==> src/debug_register_file_guard_defines.svh <==
// assertion macros for the debug register file guard
`ifndef DEBUG_REGISTER_FILE_GUARD_DEFINES_SVH
`define DEBUG_REGISTER_FILE_GUARD_DEFINES_SVH

`ifndef SYNTH
// checked property, idle while reset is asserted
`define DRFG_ASSERT(label, prop, msg) \
    label: assert property (@(posedge clk) disable iff (!rst_n) prop) else $error(msg);
// checked property that also holds through reset
`define DRFG_ASSERT_ALWAYS(label, prop, msg) \
    label: assert property (@(posedge clk) prop) else $error(msg);
`else
`define DRFG_ASSERT(label, prop, msg)
`define DRFG_ASSERT_ALWAYS(label, prop, msg)
`endif

`endif

==> src/drfg_pkg.sv <==
package drfg_pkg;

    localparam int unsigned WORD_W     = 32;
    localparam int unsigned SEL_W      = 16;
    localparam int unsigned NUM_WORDS  = 8;
    localparam int unsigned WORD_IDX_W = $clog2(NUM_WORDS);
    localparam int unsigned REG_IDX_W  = 4;
    localparam int unsigned CFG_IDX_W  = 2;

    localparam logic [WORD_W-1:0] DR6_ZERO_MASK = 32'hffffefff;
    localparam logic [WORD_W-1:0] DR6_ONE_MASK  = 32'hffff0ff0;
    localparam logic [WORD_W-1:0] DR7_ZERO_MASK = 32'hffff27ff;
    localparam logic [WORD_W-1:0] DR7_ONE_MASK  = 32'h00000400;
    localparam int unsigned       DR7_GD_BIT    = 13;
    localparam int unsigned       TF_BIT        = 8;

    localparam logic [WORD_W-1:0] ADDR_LIMIT_RESET = 32'hbffffffc;

    localparam logic [WORD_IDX_W-1:0] STATUS_WORD  = 3'd6;
    localparam logic [WORD_IDX_W-1:0] CONTROL_WORD = 3'd7;

    typedef enum logic [1:0] {
        KIND_WRITE = 2'd0,
        KIND_READ  = 2'd1,
        KIND_EVENT = 2'd2
    } kind_t;

    typedef enum logic [1:0] {
        STATUS_OK      = 2'd0,
        STATUS_DENIED  = 2'd1,
        STATUS_INVALID = 2'd2
    } status_t;

    typedef enum logic [CFG_IDX_W-1:0] {
        CFG_ADDR_LIMIT  = 2'd0,
        CFG_HANDLER_SEL = 2'd1,
        CFG_HANDLER_ADR = 2'd2
    } cfg_idx_t;

    typedef enum logic {
        ST_IDLE = 1'b0,
        ST_EXEC = 1'b1
    } state_t;

    // true when any r/w or len field of the control word holds the reserved code
    function automatic logic dr7_bad_field(input logic [WORD_W-1:0] v);
        logic bad;
        bad = 1'b0;
        for (int i = 16; i < 32; i += 2)
        begin
            if (v[i +: 2] == 2'b10)
            begin
                bad = 1'b1;
            end
        end
        return bad;
    endfunction

endpackage

==> src/drfg_if.sv <==
interface drfg_req_if;
    import drfg_pkg::*;

    logic                 valid;
    logic                 ready;
    logic [1:0]           kind;
    logic [REG_IDX_W-1:0] reg_index;
    logic [WORD_W-1:0]    write_value;
    logic [WORD_W-1:0]    condition;
    logic [1:0]           ring;
    logic [WORD_W-1:0]    flags_in;

    modport source (output valid, kind, reg_index, write_value, condition, ring, flags_in,
                    input ready);
    modport sink   (input valid, kind, reg_index, write_value, condition, ring, flags_in,
                    output ready);
endinterface

interface drfg_rsp_if;
    import drfg_pkg::*;

    logic              valid;
    logic              ready;
    logic [1:0]        status;
    logic [WORD_W-1:0] read_data;
    logic              clear_control;
    logic              bounce;
    logic [SEL_W-1:0]  bounce_selector;
    logic [WORD_W-1:0] bounce_address;
    logic [WORD_W-1:0] flags_out;

    modport source (output valid, status, read_data, clear_control, bounce, bounce_selector,
                    bounce_address, flags_out, input ready);
    modport sink   (input valid, status, read_data, clear_control, bounce, bounce_selector,
                    bounce_address, flags_out, output ready);
endinterface

==> src/drfg_ram.sv <==
module drfg_ram #(
    parameter int unsigned WIDTH = 32,
    parameter int unsigned DEPTH = 8
) (
    input  logic                     clk,
    input  logic                     we,
    input  logic [$clog2(DEPTH)-1:0] waddr,
    input  logic [WIDTH-1:0]         wdata,
    input  logic                     re,
    input  logic [$clog2(DEPTH)-1:0] raddr,
    output logic [WIDTH-1:0]         rdata
);

    logic [WIDTH-1:0] mem [DEPTH];
    logic [WIDTH-1:0] rdata_reg;

    always_ff @(posedge clk)
    begin
        if (we)
        begin
            mem[waddr] <= wdata;
        end
        if (re)
        begin
            rdata_reg <= mem[raddr];
        end
    end

    assign rdata = rdata_reg;

endmodule

==> src/debug_register_file_guard.sv <==
// channel   | role   | payload
// ----------+--------+----------------------------------------------------------------
// request   | sink   | kind, reg_index, write_value, condition, ring, flags_in
// response  | source | status, read_data, clear_control, bounce, bounce_selector,
//           |        | bounce_address, flags_out
// cfg_*     | write  | cfg_we, cfg_index, cfg_wdata (address limit, handler selector/address)
//
// every transaction reads the word ram as the request is taken, then checks and writes back in the execute state
// a new request is taken once the previous one has left the execute state
// the response register lets the next request in while a result still waits
// a stalled response holds the execute state until the result register frees up
// reset clears the per-word valid bits, so all words read zero without a clearing pass

`include "debug_register_file_guard_defines.svh"

module debug_register_file_guard (
    input  logic                            clk,
    input  logic                            rst_n,
    drfg_req_if.sink                        request,
    drfg_rsp_if.source                      response,
    input  logic                            cfg_we,
    input  logic [drfg_pkg::CFG_IDX_W-1:0]  cfg_index,
    input  logic [drfg_pkg::WORD_W-1:0]     cfg_wdata
);

    import drfg_pkg::*;

    // configuration registers
    logic [WORD_W-1:0] addr_limit_reg;
    logic [SEL_W-1:0]  handler_sel_reg;
    logic [WORD_W-1:0] handler_adr_reg;

    always_ff @(posedge clk or negedge rst_n)
    begin
        if (!rst_n)
        begin
            addr_limit_reg  <= ADDR_LIMIT_RESET;
            handler_sel_reg <= '0;
            handler_adr_reg <= '0;
        end
        else if (cfg_we)
        begin
            case (cfg_idx_t'(cfg_index))
                CFG_ADDR_LIMIT:  addr_limit_reg  <= cfg_wdata;
                CFG_HANDLER_SEL: handler_sel_reg <= cfg_wdata[SEL_W-1:0];
                CFG_HANDLER_ADR: handler_adr_reg <= cfg_wdata;
                default:         ;
            endcase
        end
    end

    // sequencer
    state_t state_reg, state_next;
    logic   req_accept;
    logic   exec_done;
    logic   out_valid_reg;

    // captured request
    logic [1:0]           kind_reg;
    logic [REG_IDX_W-1:0] idx_reg;
    logic [WORD_W-1:0]    wval_reg;
    logic [WORD_W-1:0]    cond_reg;
    logic [1:0]           ring_reg;
    logic [WORD_W-1:0]    flags_reg;

    // word ram and its valid bits
    logic [NUM_WORDS-1:0]  word_valid_reg;
    logic                  rd_valid_reg;
    logic                  ram_re;
    logic [WORD_IDX_W-1:0] ram_raddr;
    logic [WORD_W-1:0]     ram_rdata;
    logic                  ram_we;
    logic [WORD_IDX_W-1:0] ram_waddr;
    logic [WORD_W-1:0]     ram_wdata;
    logic [WORD_W-1:0]     rd_word;

    // result of the execute step
    status_t           res_status;
    logic [WORD_W-1:0] res_read;
    logic              res_clear;
    logic              res_bounce;
    logic [SEL_W-1:0]  res_sel;
    logic [WORD_W-1:0] res_adr;
    logic [WORD_W-1:0] res_flags;
    logic              wr_ok;
    logic [WORD_W-1:0] dr7_val;

    drfg_ram #(
        .WIDTH (WORD_W),
        .DEPTH (NUM_WORDS)
    ) u_words (
        .clk   (clk),
        .we    (ram_we),
        .waddr (ram_waddr),
        .wdata (ram_wdata),
        .re    (ram_re),
        .raddr (ram_raddr),
        .rdata (ram_rdata)
    );

    always_ff @(posedge clk or negedge rst_n)
    begin
        if (!rst_n)
        begin
            state_reg <= ST_IDLE;
        end
        else
        begin
            state_reg <= state_next;
        end
    end

    // next state, handshake and ram read port
    always_comb
    begin
        state_next    = state_reg;
        request.ready = 1'b0;
        exec_done     = 1'b0;
        ram_re        = 1'b0;
        // an event needs the control word, a read needs the addressed word
        ram_raddr     = (kind_t'(request.kind) == KIND_EVENT) ? CONTROL_WORD
                                                              : request.reg_index[WORD_IDX_W-1:0];
        case (state_reg)
            ST_IDLE:
            begin
                request.ready = 1'b1;
                if (request.valid)
                begin
                    ram_re     = 1'b1;
                    state_next = ST_EXEC;
                end
            end
            ST_EXEC:
            begin
                // result register free or being emptied this cycle
                if (!out_valid_reg || response.ready)
                begin
                    exec_done  = 1'b1;
                    state_next = ST_IDLE;
                end
            end
            default:
            begin
                state_next = ST_IDLE;
            end
        endcase
    end

    assign req_accept = request.valid && request.ready;

    // capture the request and the valid bit of the word being read
    always_ff @(posedge clk)
    begin
        if (req_accept)
        begin
            kind_reg     <= request.kind;
            idx_reg      <= request.reg_index;
            wval_reg     <= request.write_value;
            cond_reg     <= request.condition;
            ring_reg     <= request.ring;
            flags_reg    <= request.flags_in;
            rd_valid_reg <= word_valid_reg[ram_raddr];
        end
    end

    // a word never written reads as zero
    assign rd_word = rd_valid_reg ? ram_rdata : '0;

    // reserved bits forced on a nonzero control write
    assign dr7_val = (wval_reg & DR7_ZERO_MASK) | DR7_ONE_MASK;

    // checks and write-back
    always_comb
    begin
        res_status = STATUS_OK;
        res_read   = '0;
        res_clear  = 1'b0;
        res_bounce = 1'b0;
        res_sel    = '0;
        res_adr    = '0;
        res_flags  = '0;
        wr_ok      = 1'b0;
        ram_waddr  = idx_reg[WORD_IDX_W-1:0];
        ram_wdata  = wval_reg;
        case (kind_reg)
            KIND_WRITE:
            begin
                if (idx_reg inside {[4'd0:4'd3]})
                begin
                    // breakpoint address above the limit is refused
                    if (wval_reg > addr_limit_reg)
                    begin
                        res_status = STATUS_DENIED;
                    end
                    else
                    begin
                        wr_ok = 1'b1;
                    end
                end
                else if (idx_reg == {1'b0, STATUS_WORD})
                begin
                    ram_wdata = (wval_reg & DR6_ZERO_MASK) | DR6_ONE_MASK;
                    wr_ok     = 1'b1;
                end
                else if (idx_reg == {1'b0, CONTROL_WORD})
                begin
                    if (wval_reg == '0)
                    begin
                        // debugging switched off, no checks
                        wr_ok = 1'b1;
                    end
                    else if (dr7_val[DR7_GD_BIT] || dr7_bad_field(dr7_val))
                    begin
                        res_status = STATUS_DENIED;
                    end
                    else
                    begin
                        ram_wdata = dr7_val;
                        wr_ok     = 1'b1;
                    end
                end
                else
                begin
                    res_status = STATUS_INVALID;
                end
            end
            KIND_READ:
            begin
                if (idx_reg[REG_IDX_W-1])
                begin
                    res_status = STATUS_INVALID;
                end
                else
                begin
                    res_read = rd_word;
                end
            end
            KIND_EVENT:
            begin
                res_flags = flags_reg;
                if ((cond_reg[3:0] != 4'd0) && (rd_word == '0))
                begin
                    // breakpoint hit with debugging off: spurious
                    res_clear = 1'b1;
                end
                else if (ring_reg == 2'd0)
                begin
                    res_flags[TF_BIT] = 1'b0;
                end
                else
                begin
                    // record the condition and hand the event to the guest
                    ram_waddr  = STATUS_WORD;
                    ram_wdata  = cond_reg;
                    wr_ok      = 1'b1;
                    res_bounce = 1'b1;
                    res_sel    = handler_sel_reg;
                    res_adr    = handler_adr_reg;
                end
            end
            default:
            begin
                res_status = STATUS_INVALID;
            end
        endcase
    end

    assign ram_we = exec_done && wr_ok;

    always_ff @(posedge clk or negedge rst_n)
    begin
        if (!rst_n)
        begin
            word_valid_reg <= '0;
        end
        else if (ram_we)
        begin
            word_valid_reg[ram_waddr] <= 1'b1;
        end
    end

    // result register
    logic [1:0]        status_reg;
    logic [WORD_W-1:0] read_data_reg;
    logic              clear_reg;
    logic              bounce_reg;
    logic [SEL_W-1:0]  sel_reg;
    logic [WORD_W-1:0] adr_reg;
    logic [WORD_W-1:0] flags_out_reg;

    always_ff @(posedge clk or negedge rst_n)
    begin
        if (!rst_n)
        begin
            out_valid_reg <= 1'b0;
        end
        else if (exec_done)
        begin
            out_valid_reg <= 1'b1;
        end
        else if (response.ready)
        begin
            out_valid_reg <= 1'b0;
        end
    end

    always_ff @(posedge clk)
    begin
        if (exec_done)
        begin
            status_reg    <= res_status;
            read_data_reg <= res_read;
            clear_reg     <= res_clear;
            bounce_reg    <= res_bounce;
            sel_reg       <= res_sel;
            adr_reg       <= res_adr;
            flags_out_reg <= res_flags;
        end
    end

    assign response.valid           = out_valid_reg;
    assign response.status          = status_reg;
    assign response.read_data       = read_data_reg;
    assign response.clear_control   = clear_reg;
    assign response.bounce          = bounce_reg;
    assign response.bounce_selector = sel_reg;
    assign response.bounce_address  = adr_reg;
    assign response.flags_out       = flags_out_reg;

    // an accepted request always moves to the execute step
    `DRFG_ASSERT(a_accept_exec, req_accept |=> (state_reg == ST_EXEC), "accept not followed by execute")
    // a finished execute step always leaves a result waiting
    `DRFG_ASSERT(a_done_valid, exec_done |=> out_valid_reg, "result lost after execute")
    // a bounced event never also asks for the control clear
    `DRFG_ASSERT(a_bounce_clear, (response.valid && response.bounce) |-> !response.clear_control, "bounce and clear together")
    // the word ram is never written outside the execute step
    `DRFG_ASSERT_ALWAYS(a_we_exec, ram_we |-> (state_reg == ST_EXEC), "word write outside execute")

endmodule
==> src/flat_wrapper.sv <==
// flat-port wrapper written by rule: the top's interface ports become plain ports
module debug_register_file_guard_flat import drfg_pkg::*;
  (clk, rst_n, cfg_we, cfg_index, cfg_wdata, request_valid, request_kind, request_reg_index, request_write_value, request_condition, request_ring, request_flags_in, request_ready, response_valid, response_status, response_read_data, response_clear_control, response_bounce, response_bounce_selector, response_bounce_address, response_flags_out, response_ready);
  drfg_req_if request_i ();
  drfg_rsp_if response_i ();
  input  logic clk;
  input  logic rst_n;
  input  logic cfg_we;
  input  logic [drfg_pkg::CFG_IDX_W-1:0] cfg_index;
  input  logic [drfg_pkg::WORD_W-1:0] cfg_wdata;
  input wire logic [$bits(request_i.valid)-1:0] request_valid;
  input wire logic [$bits(request_i.kind)-1:0] request_kind;
  input wire logic [$bits(request_i.reg_index)-1:0] request_reg_index;
  input wire logic [$bits(request_i.write_value)-1:0] request_write_value;
  input wire logic [$bits(request_i.condition)-1:0] request_condition;
  input wire logic [$bits(request_i.ring)-1:0] request_ring;
  input wire logic [$bits(request_i.flags_in)-1:0] request_flags_in;
  output wire logic [$bits(request_i.ready)-1:0] request_ready;
  output wire logic [$bits(response_i.valid)-1:0] response_valid;
  output wire logic [$bits(response_i.status)-1:0] response_status;
  output wire logic [$bits(response_i.read_data)-1:0] response_read_data;
  output wire logic [$bits(response_i.clear_control)-1:0] response_clear_control;
  output wire logic [$bits(response_i.bounce)-1:0] response_bounce;
  output wire logic [$bits(response_i.bounce_selector)-1:0] response_bounce_selector;
  output wire logic [$bits(response_i.bounce_address)-1:0] response_bounce_address;
  output wire logic [$bits(response_i.flags_out)-1:0] response_flags_out;
  input wire logic [$bits(response_i.ready)-1:0] response_ready;
  assign request_i.valid = request_valid;
  assign request_i.kind = request_kind;
  assign request_i.reg_index = request_reg_index;
  assign request_i.write_value = request_write_value;
  assign request_i.condition = request_condition;
  assign request_i.ring = request_ring;
  assign request_i.flags_in = request_flags_in;
  assign request_ready = request_i.ready;
  assign response_valid = response_i.valid;
  assign response_status = response_i.status;
  assign response_read_data = response_i.read_data;
  assign response_clear_control = response_i.clear_control;
  assign response_bounce = response_i.bounce;
  assign response_bounce_selector = response_i.bounce_selector;
  assign response_bounce_address = response_i.bounce_address;
  assign response_flags_out = response_i.flags_out;
  assign response_i.ready = response_ready;
  debug_register_file_guard u_core (.clk(clk), .rst_n(rst_n), .request(request_i), .response(response_i), .cfg_we(cfg_we), .cfg_index(cfg_index), .cfg_wdata(cfg_wdata));
endmodule
==> config.mk <==
export PLATFORM = sky130hd
export DESIGN_NAME = debug_register_file_guard_flat
export DESIGN_NICKNAME = d
export VERILOG_FILES = /design/src/drfg_pkg.sv /design/src/drfg_if.sv /design/src/drfg_ram.sv /design/src/debug_register_file_guard.sv /design/src/flat_wrapper.sv
export VERILOG_INCLUDE_DIRS = /design/src /design/src/src
export SDC_FILE = /design/constraint.sdc
export NUM_CORES = 1
export LEC_CHECK = 0
export BUFFER_PORTS_ARGS = -buffer_cell sky130_fd_sc_hd__buf_2
export CORE_MARGIN = 1
export CORE_UTILIZATION = 58
export DETAILED_ROUTE_END_ITERATION = 7
export HOLD_SLACK_MARGIN = 0.08
export MAX_ROUTING_LAYER = met4
export PLACE_DENSITY_LB_ADDON = 0.25
export SKIP_CTS_REPAIR_TIMING = 1
export SLEW_MARGIN = 0
export SYNTH_ARGS = -nofsm -noshare
export SYNTH_HDL_FRONTEND = slang
export SYNTH_SLANG_ARGS = --single-unit
==> constraint.sdc <==
create_clock -name clk -period 9.55 [get_ports clk]
set_clock_uncertainty 0.2 [all_clocks]
set_input_delay 0.955 -clock clk [delete_from_list [all_inputs] [get_ports clk]]
set_output_delay 0.955 -clock clk [all_outputs]
set_load 0.005 [all_outputs]
Yosys cells after proc, flatten, opt, wreduce, memory -nomap -nowiden
Memory sizes are Yosys's and may differ from the RTL's. A register that Yosys moved wholly into a read port is not among the register bits.
Index checks and enable logic that the tools add are counted.
- register bits: 311
- memory bits (writable): 256
- input port bits: 143
- output and inout bits: 118
- word-level logic and storage cells: 127
- memories kept: 1
- order comparisons: 6
- eq/ne operators: 15
- multiplexer cells: 61
- bitwise operators: 4
- reduce and logical (&&, ||, !) cells: 20
- memory list (name ; depth ; bits a word ; rd ports ; clocked after Yosys merged registers in ; write ports ; RTL line ; source):
    u_core.u_words.mem ; 8 ; 32 ; 1 ; 1 ; 1 ; drfg_ram.sv:14 ; logic [WIDTH-1:0] mem [DEPTH];
- operator list (kind ; number):
    two-way mux 32 bit ; 5
    logical NOT 32 bit ; 2
    one-hot mux 32 bit (2 select lines) ; 1
    two-way mux 16 bit ; 3
    two-way mux 1 bit ; 38
    greater-than comparator 32 bit ; 1
    equality test 2 bit (second input constant) ; 11
    two-way mux 3 bit ; 4
    two-way mux 2 bit ; 5
    equality test 4 x 3 -> 1 bit (second input constant) ; 2
    less-than comparator 3 x 4 -> 1 bit (second input constant) ; 2
    bitwise OR 8 bit ; 1
    logical NOT 2 bit ; 3
    one-hot mux 2 bit (3 select lines) ; 1
    AND reduction 2 bit ; 3
    logical AND 1 bit ; 5
    equality test 2 x 1 -> 1 bit (second input constant) ; 2
    greater-or-equal comparator 4 x 1 -> 1 bit (second input constant) ; 1
    <= comparator 4 x 2 -> 1 bit (second input constant) ; 1
    one-hot mux 1 bit (2 select lines) ; 2
    nonzero test 4 bit ; 1
    binary-select mux 1 bit (select 3 bit) ; 1
    demux 1 bit (select 3 bit) ; 1
    greater-or-equal comparator 3 x 1 -> 1 bit (second input constant) ; 1
    6 further kinds ; 9

Depth between registers and ports, before layout
Gate-level depths: netlist of run 1.
- depth in word-level cells: 24
- gate-level depth with buffers: 8
- gate-level depth less buffers: 7

Hierarchy
From an unflattened synthesis of run 1, not the netlist that was laid out.
- cells, all modules: 1285
- area total of the unflattened synthesis: 23218.5 um^2
- modules (own cells, without submodules) (module ; times used ; cells each ; area an instance (um^2) ; seq. area each (um^2)):
    debug_register_file_guard ; 1 ; 870 ; 12431.9 ; 8924.8
    drfg_ram ; 1 ; 415 ; 10786.6 ; 8648.3

Worst setup path before layout of run 1
Ideal clock, no wire load.
- path type: in2reg
- from: input request_valid
- to: register u_core.cond_reg[0], enable pin
- library setup time: 651 ps
- arrival: 6888 ps
- data required time: 8699 ps
- path slack: 1811 ps
- stages: 1
- path buffers: 0
- cell sequence: nor2b_1
- word-level cells in the longest chain between the ends: 1
- RTL lines (what ; RTL line ; source):
    start, declared ; flat_wrapper.sv:11 ; input wire logic [$bits(request_i.valid)-1:0] request_valid;
    logical AND 1 bit ; debug_register_file_guard.sv:149 ; assign req_accept = request.valid && request.ready;
    end signal, assigned ; debug_register_file_guard.sv:159 ; cond_reg <= request.condition;
    end, declared ; debug_register_file_guard.sv:62 ; logic [WORD_W-1:0] cond_reg;
No other way between the ends.
A chain may end at the register's enable or synchronous reset.

Worst setup path after layout of run 1
- from: register u_core.u_words.rdata_reg[25] (netlist: u_core.u_words.rdata[25]), read port of u_core.u_words.mem
- to: memory u_core.u_words.mem[4][15] (data pin)
- word-level cells in the longest chain between the ends: 5
- RTL lines (what ; RTL line ; source):
    start, declared ; drfg_ram.sv:15 ; logic [WIDTH-1:0] rdata_reg;
    two-way mux 32 bit ; debug_register_file_guard.sv:167 ; assign rd_word = rd_valid_reg ? ram_rdata : '0;
    logical NOT 32 bit ; debug_register_file_guard.sv:241 ; if ((cond_reg[3:0] != 4'd0) && (rd_word == '0))
    logical AND 1 bit ; debug_register_file_guard.sv:241 ;
    two-way mux 32 bit ; debug_register_file_guard.sv:241 ;
    one-hot mux 32 bit (2 select lines) ; debug_register_file_guard.sv:185 ; case (kind_reg)
    named net u_core.ram_wdata[15] ; debug_register_file_guard.sv:74 ; logic [WORD_W-1:0] ram_wdata;
    end, declared ; drfg_ram.sv:14 ;
The timed path passes the listed nets, and every way through them passes these cells.

==> impl_results.md, run 1 <==
* Layout-stage area growth over the synthesis result at 17.17%
* Overall die width at 200.7 microns
* Highest fanout seen on the critical path at 59
* Standard-cell rows at 72
* Global-route wire length before repair at 74620 microns
* Cell at the slowest stage of the critical path: sky130_fd_sc_hd__o31ai_1
* Design Area, Final at 26820 sq um
* Pins over their slew limit at 0
* Endpoint type of the worst setup path: flip-flop
* Post-place instance area at 24970 sq um
* Residual antenna-violating net count after detailed routing at 0
* Synth Cell Area at 22890 sq um
* Iter 0 DRT Violations at 1135
* Length of the first detailed-routing pass in iterations at 7
* Total clock buffers created by CTS at 57
* Clock Latency Late Sink at 610 ps
* Placed cells at 2121
* Vias in the first global route at 13060
* Initial Util at 58.96%
* Buffer type at the clock tree root: sky130_fd_sc_hd__clkbuf_16
* Slew at the pin with the worst max-slew slack at 1140 ps
* Total via count after detailed routing at 12780
* Largest net degree at the start of global routing at 73
* Reg-to-reg critical path endpoint: u_core.u_words.mem[4][15]
* Register bit count reported by yosys at 599
* Run status: finished clean
* Required time of the critical path at 9610 ps
* Drt wl/cell at 21.88 microns
* Reg-to-reg critical path startpoint: u_core.u_words.rdata[25]
* Estimated wirelength of the detail-placed design at 30740 microns
* Area used by sequential logic in the layout at 17570 sq um
* Max-slew headroom at 24.02%
* CP Buf/Inv Count at 1
* Final critical delay including setup and external delays at 4540 ps
* Total number of H-tree levels at 2
* Synth unique cells at 52
* Number of clock sinks at 599
* Total routing resource utilization after global routing at 25.44%
* Final Hold Fails at 0
* Clock edge transition at the registers on the reported setup and hold paths at 60 ps
* Post-route DRC violation count at 0
* Unrepaired setup endpoints after global routing: no
* Mean area per synthesized cell at 17.24 sq um
* Total of endpoints with negative setup slack in the final report at 0
* Max-Cap Viols at 0
* Chain of cells forming the critical path: nor4_1, nand4_1, o21a_1, o21ai_4, inv_2, o31ai_1
* Seq/Total Area, Yosys at 76.76%
* Setup slack on the worst flop-to-flop path at 5010 ps
* Global placer's final weighted congestion at 0.8336
* Total congestion overflow at 0
* Startpoint types: flip-flop
* Antenna violations before repair at 12
* Core Area at 38830 sq um
* Prevailing post-synth register cell: sky130_fd_sc_hd__edfxtp_1
* Area of combinational cells with multiple inputs at 5119 sq um
* Peak ir drop on the vdd network at 0.1665 mV
* Largest register by flop count: u_core.u_words.mem
* Classification of the worst-slack hold path: in2async
* Die Y-Extent at 200.7 microns
* Setup TNS after final layout at 0 ps
* Via-per-instance ratio at 5.714
* Worst-case clock buffer depth at 3
* Share of synthesized registers carrying an async set or reset at 15.03%
* Cells after synthesis at 1328
* Flip-flop count of the largest register after layout at 256
* Critical path's top delay family: compound AO/OA/AOI/OAI gates
* Boundary Pins at 261
* Worst Reg2Reg Path Length in Cells at 6
* Pwr per Cell Area at 248.4 nW/um^2
* Number of standard cells in the final layout excluding fillers at 2237
* Share of the clock period used by the worst path after layout at 47.54%
* Delay of the slowest cell on the worst path at 960 ps
* Setup Crit Path Kind: reg2reg
* Start point of the critical path: u_core.u_words.rdata[25]
* Number of warnings reported in the yosys synthesis log at 0
* Leakage power of the design at 0.009946 uW
* Count of flip-flops with a built-in enable after synthesis at 509
* Clock tree from TritonCTS: yes
* Number of nets in the layout at 1837
* Data arrival, critical path at 4600 ps
* Sum of routed wire length over all layers at 48940 microns
* Port buffer count at 260
* Area of the die at 40270 sq um
* Share of layout cells above drive strength 1 at 28.84%
* Timing-limited maximum frequency at 220.3 MHz
* Fillcell total at 2536
[cell families after synthesis]
logic type,after synthesis,share of synthesized area (%)
muxes,91,6.072
adders and majority gates,32,1.749
other,1,0.01638
buffers and inverters,119,2.159
AOI/OAI and AO/OA,205,6.613
DFF,599,76.76
and+or+nand+nor,281,6.635
[synth_stat cells, types with 2 or more instances]
master	n	area, sq um
sky130_fd_sc_hd__o31ai_1	7	52.55
sky130_fd_sc_hd__clkbuf_1	43	161.4
sky130_fd_sc_hd__o21ai_0	39	195.2
sky130_fd_sc_hd__edfxtp_1	509	15280
sky130_fd_sc_hd__buf_1	4	15.01
sky130_fd_sc_hd__buf_4	8	60.06
sky130_fd_sc_hd__ha_1	32	400.4
sky130_fd_sc_hd__inv_1	54	202.7
sky130_fd_sc_hd__o221ai_1	66	578.1
sky130_fd_sc_hd__nor4_1	19	118.9
sky130_fd_sc_hd__o211ai_1	5	37.54
sky130_fd_sc_hd__nand4_1	14	87.58
sky130_fd_sc_hd__a21o_1	4	30.03
sky130_fd_sc_hd__mux2i_1	5	50.05
sky130_fd_sc_hd__dfstp_2	29	762.0
sky130_fd_sc_hd__buf_2	8	40.04
sky130_fd_sc_hd__nand3_1	4	20.02
sky130_fd_sc_hd__nand2b_1	4	25.02
sky130_fd_sc_hd__dfrtp_1	61	1526
sky130_fd_sc_hd__or2_2	2	12.51
sky130_fd_sc_hd__mux2_2	53	596.8
sky130_fd_sc_hd__nor2b_1	8	50.05
sky130_fd_sc_hd__nor2_1	52	195.2
sky130_fd_sc_hd__nor3_1	7	35.03
sky130_fd_sc_hd__and3_1	4	25.02
sky130_fd_sc_hd__and2_1	112	700.7
sky130_fd_sc_hd__a21oi_1	20	100.1
sky130_fd_sc_hd__mux4_2	33	743.2
sky130_fd_sc_hd__nand3b_1	4	30.03
sky130_fd_sc_hd__a31oi_1	33	206.5
sky130_fd_sc_hd__nand2_1	46	172.7
sky130_fd_sc_hd__o22a_1	17	148.9
sky130_fd_sc_hd__o311a_1	3	30.03
[through the flow]
stage               utilization (%)  hold slack (ps)  total power [uW]  setup WS, ps
floorplan                         -            222.7              4126          1811
global placement              64.32            165.2              4498          5162
detailed placement            64.32            172.1              4539          5050
CTS                           69.00            63.02              6705          5039
global route                  69.08            86.71              6923          4730
finish                        69.09            81.32              6664          5010
[placed cells by master, fill, tap and decap left out, types with 3 or more instances in the layout]
cell type and n:
sky130_fd_sc_hd__a21o_1 4, sky130_fd_sc_hd__a21oi_1 20, sky130_fd_sc_hd__a31oi_1 33, sky130_fd_sc_hd__and2_1 112, sky130_fd_sc_hd__and3_1 4, sky130_fd_sc_hd__buf_2 259
sky130_fd_sc_hd__buf_4 17, sky130_fd_sc_hd__clkbuf_1 16, sky130_fd_sc_hd__clkbuf_16 62, sky130_fd_sc_hd__clkbuf_8 4, sky130_fd_sc_hd__clkinv_1 7, sky130_fd_sc_hd__clkinv_2 10
sky130_fd_sc_hd__conb_1 64, sky130_fd_sc_hd__dfrtp_1 61, sky130_fd_sc_hd__dfstp_2 29, sky130_fd_sc_hd__diode_2 13, sky130_fd_sc_hd__edfxtp_1 509, sky130_fd_sc_hd__ha_1 32
sky130_fd_sc_hd__inv_1 53, sky130_fd_sc_hd__mux2_2 53, sky130_fd_sc_hd__mux2i_1 5, sky130_fd_sc_hd__mux4_2 33, sky130_fd_sc_hd__nand2_1 46, sky130_fd_sc_hd__nand2b_1 4
sky130_fd_sc_hd__nand3_1 4, sky130_fd_sc_hd__nand3b_1 4, sky130_fd_sc_hd__nand4_1 14, sky130_fd_sc_hd__nor2_1 51, sky130_fd_sc_hd__nor2b_1 6, sky130_fd_sc_hd__nor3_2 6
sky130_fd_sc_hd__nor4_1 19, sky130_fd_sc_hd__o211ai_1 5, sky130_fd_sc_hd__o21ai_0 39, sky130_fd_sc_hd__o221ai_1 66, sky130_fd_sc_hd__o22a_1 17, sky130_fd_sc_hd__o311a_1 3
sky130_fd_sc_hd__o31ai_1 7
[power by group]
part	switching (uW)	leakage, uW	internal, uW
clock network	918	0.000895	1260
registers	158	0.00579	3430
logic	585	0.00326	314
total	1660	0.00995	5000
[layer usage]
metal	wire length (microns)	track usage (%)	up-vias
li1	-	-	5780
met1	20060	33.25	6461
met2	23910	39.56	474
met3	3974	6.916	68
met4	1003	7.252	0
met5	0	-	-
[worst max-delay path by stage]
stage / to / slack [ps] / depth (start not counted)
2_1_floorplan: u_core.cond_reg[0] / 1810 / 1
3_3_place_gp: u_core.u_words.rdata[20] / 5160 / 7
3_5_place_dp: u_core.u_words.mem[4][15] / 5050 / 6
4_1_cts: u_core.u_words.mem[4][15] / 5040 / 6
5_1_grt: u_core.u_words.mem[4][15] / 4730 / 6
6_report: u_core.u_words.mem[4][15] / 5010 / 6
[area by class of cell]
type,count,share of cell area [%]
Clock inverter,21,0.5691
Timing Repair Buffer,276,5.308
Tap cell,518,2.416
Antenna cell,13,0.1213
Clock buffer,82,6.213
Multi-Input combinational cell,673,19.08
Inverter,55,0.7790
Sequential cell,599,65.51
No activity file was read; power rests on OpenSTA's default activity.
==> run 2, diff against run 1 <==
==> constraint.sdc (replaced) <==
create_clock -name clk -period 4.4 [get_ports clk]
set_clock_uncertainty 0.2 [all_clocks]
set_input_delay 0.44 -clock clk [delete_from_list [all_inputs] [get_ports clk]]
set_output_delay 0.44 -clock clk [all_outputs]
set_load 0.005 [all_outputs]
==> run 2 against run 1 <==
Compared with the run above: first-iteration DRC count rose by 13%; core utilization up 4.0 points; setup slack got worse by 4000 ps; register-to-register slack lost 4000 ps; final area grew 5.8%; worst hold slack gained 98 ps; via count grew 7.9%; combinational power is 140% higher; critical endpoint is now u_core.u_words.mem[0][6]; largest cell class unchanged.
==> impl_results.md, run 2 (synthesis gave the netlist of run 1 again) <==
* Run status: finished clean (unchanged)
* Setup slack on the worst flop-to-flop path at 960 ps (was 5010 ps)
* Number of clock sinks at 599 (unchanged)
* Flip-flop count of the largest register after layout at 256 (unchanged)
* Max-slew headroom at 22.81% (was 24.02%)
* Buffer type at the clock tree root: sky130_fd_sc_hd__clkbuf_16 (unchanged)
* Pwr per Cell Area at 523.2 nW/um^2 (was 248.4 nW/um^2)
* Placed cells at 2133 (was 2121)
* Hold Crit Depth at 0
* Setup Crit Path Kind: reg2reg (unchanged)
* Leakage power of the design at 0.01058 uW (was 0.009946 uW)
* Layout-stage area growth over the synthesis result at 23.94% (was 17.17%)
* Total of endpoints with negative setup slack in the final report at 0 (unchanged)
* Share of the clock period used by the worst path after layout at 78.13% (was 47.54%)
* Estimated wirelength of the detail-placed design at 32570 microns (was 30740 microns)
* Total congestion overflow at 0 (unchanged)
* Number of nets in the layout at 1986 (was 1837)
* Global-route wire length before repair at 76620 microns (was 74620 microns)
* Via-per-instance ratio at 5.803 (was 5.714)
* Clock Latency Late Sink at 610 ps (about the same)
* Max-Cap Viols at 0 (unchanged)
* Total number of H-tree levels at 2 (unchanged)
* Clock edge transition at the registers on the reported setup and hold paths at 60 ps (about the same)
* Pins over their slew limit at 0 (unchanged)
* Share of layout cells above drive strength 1 at 27.39% (was 28.84%)
* Overall die width at 200.7 microns (unchanged)
* Share of the core filled with cells at 73.08% (was 69.09%)
* Worst-case clock buffer depth at 3 (unchanged)
* Core Area at 38830 sq um (unchanged)
* Iter 0 DRT Violations at 1279 (was 1135)
* Number of standard cells in the final layout excluding fillers at 2378 (was 2237)
* Post-route DRC violation count at 0 (unchanged)
* Antenna violations before repair at 5 (was 12)
* Largest net degree at the start of global routing at 75 (was 73)
* Area of the die at 40270 sq um (unchanged)
* Most common cell after layout, fill and taps aside: sky130_fd_sc_hd__edfxtp_1 (unchanged)
* Clock tree from TritonCTS: yes (unchanged)
* Unrepaired setup endpoints after global routing: no (unchanged)
* Data arrival, critical path at 3530 ps (was 4600 ps)
* Die Y-Extent at 200.7 microns (unchanged)
* Standard-cell rows at 72 (unchanged)
* Required time of the critical path at 4490 ps (was 9610 ps)
* Boundary Pins at 261 (unchanged)
* Final critical delay including setup and external delays at 3438 ps (was 4540 ps)
* Global placer's final weighted congestion at 0.8839 (was 0.8336)
* Total routing resource utilization after global routing at 26.29% (was 25.44%)
* Start point of the critical path: u_core.wval_reg[31] (was u_core.u_words.rdata[25])
* Endpoint type of the worst setup path: flip-flop (unchanged)
* Timing-limited maximum frequency at 290.9 MHz (was 220.3 MHz)
* Worst Reg2Reg Path Length in Cells at 7 (was 6)
* Peak ir drop on the vdd network at 0.3943 mV (was 0.1665 mV)
* Length of the first detailed-routing pass in iterations at 5 (was 7)
* Setup TNS after final layout at 0 ps (unchanged)
* Largest register by flop count: u_core.u_words.mem (unchanged)
* Port buffer count at 260 (unchanged)
* Most frequent cells in the layout: sky130_fd_sc_hd__edfxtp_1, sky130_fd_sc_hd__buf_2, sky130_fd_sc_hd__dlygate4sd3_1 (was sky130_fd_sc_hd__edfxtp_1, sky130_fd_sc_hd__buf_2, sky130_fd_sc_hd__and2_1)
* Initial Util at 58.96% (unchanged)
* Slew at the pin with the worst max-slew slack at 1153 ps (was 1140 ps)
* Vias in the first global route at 13340 (was 13060)
* Launch instance of the worst min-delay path: u_core.word_valid_reg[4]
* Drt wl/cell at 23.38 microns (was 21.88 microns)
* Reg-to-reg critical path startpoint: u_core.wval_reg[31] (was u_core.u_words.rdata[25])
* Classification of the worst-slack hold path: reg2reg (was in2async)
* Highest fanout seen on the critical path at 24 (was 59)
* End of the worst hold path: u_core.word_valid_reg[4]
* Final Hold Fails at 0 (unchanged)
* Total via count after detailed routing at 13800 (was 12780)
* Reg-to-reg critical path endpoint: u_core.u_words.mem[0][6] (was u_core.u_words.mem[4][15])
* Sum of routed wire length over all layers at 55590 microns (was 48940 microns)
* Startpoint types: flip-flop (unchanged)
* Total clock buffers created by CTS at 56 (was 57)
* Residual antenna-violating net count after detailed routing at 0 (unchanged)
==> run 2: cell types whose count changed in the layout (fill, tap and decap cells not counted), moves of 5 or more <==
cell | previous run | this run
sky130_fd_sc_hd__clkinv_1 | 7 | 2
sky130_fd_sc_hd__clkbuf_16 | 62 | 57
sky130_fd_sc_hd__clkbuf_8 | 4 | 9
sky130_fd_sc_hd__diode_2 | 13 | 5
sky130_fd_sc_hd__dlygate4sd3_1 | 0 | 138
sky130_fd_sc_hd__buf_4 | 17 | 25
==> run 2: final cells by class <==
cell class / count / area, sq um
Antenna cell: 5 / 12.51
Clock buffer: 83 / 1614
Clock inverter: 19 / 227.7
Fill cell: 2280 / 10450
Inverter: 55 / 210.2
Multi-Input combinational cell: 673 / 5144
Sequential cell: 599 / 17570
Tap cell: 518 / 648.1
Timing Repair Buffer: 426 / 2945
==> run 2: critical path: stages (launching register included) <==
cell	delay, ps
sky130_fd_sc_hd__edfxtp_1	520
sky130_fd_sc_hd__ha_1	390
sky130_fd_sc_hd__nand4_1	200
sky130_fd_sc_hd__nor4_1	450
sky130_fd_sc_hd__nand2_1	110
sky130_fd_sc_hd__o311a_1	320
sky130_fd_sc_hd__nor3_4	600
sky130_fd_sc_hd__buf_12	300
==> run 2: per-layer routing <==
metal  track usage (%)  up-vias  routed length (microns)
met5                 -        -                        0
met4             8.288        0                     1429
met3             6.883      111                     4586
met2             41.96      645                    28650
met1             33.20     6969                    20930
li1                  -     6074                        -
==> run 2: stage by stage <==
stage	setup WS (ps)	total power (uW)	hold WS, ps	area (sq um)
5_1_grt	740.9	15340	191.8	28370
2_1_floorplan	-249.1	8913	-55.59	23160
3_3_place_gp	1055	9809	164.8	25140
4_1_cts	954.2	14700	-255.2	26980
6_report	962.2	14840	179.6	28370
3_5_place_dp	981.6	9903	168.4	25140
==> run 2: how the worst max path moves through the flow <==
stage | cells after the start | endpoint | slack, ps
after CTS | 8 | u_core.u_words.mem[1][13] | 950
after floorplan | 1 | u_core.cond_reg[0] | -250
after global placement | 7 | u_core.u_words.mem[1][8] | 1060
final | 7 | u_core.u_words.mem[0][6] | 960
after global routing | 8 | u_core.u_words.mem[0][13] | 740
after detailed placement | 8 | u_core.u_words.mem[1][6] | 980
==> run 2: report_power, final <==
group	total [uW]	leakage [uW]	switching [uW]	internal, uW
registers	7810	0.00579	373	7440
clock network	4870	0.000905	2040	2820
logic	2160	0.00388	1360	802
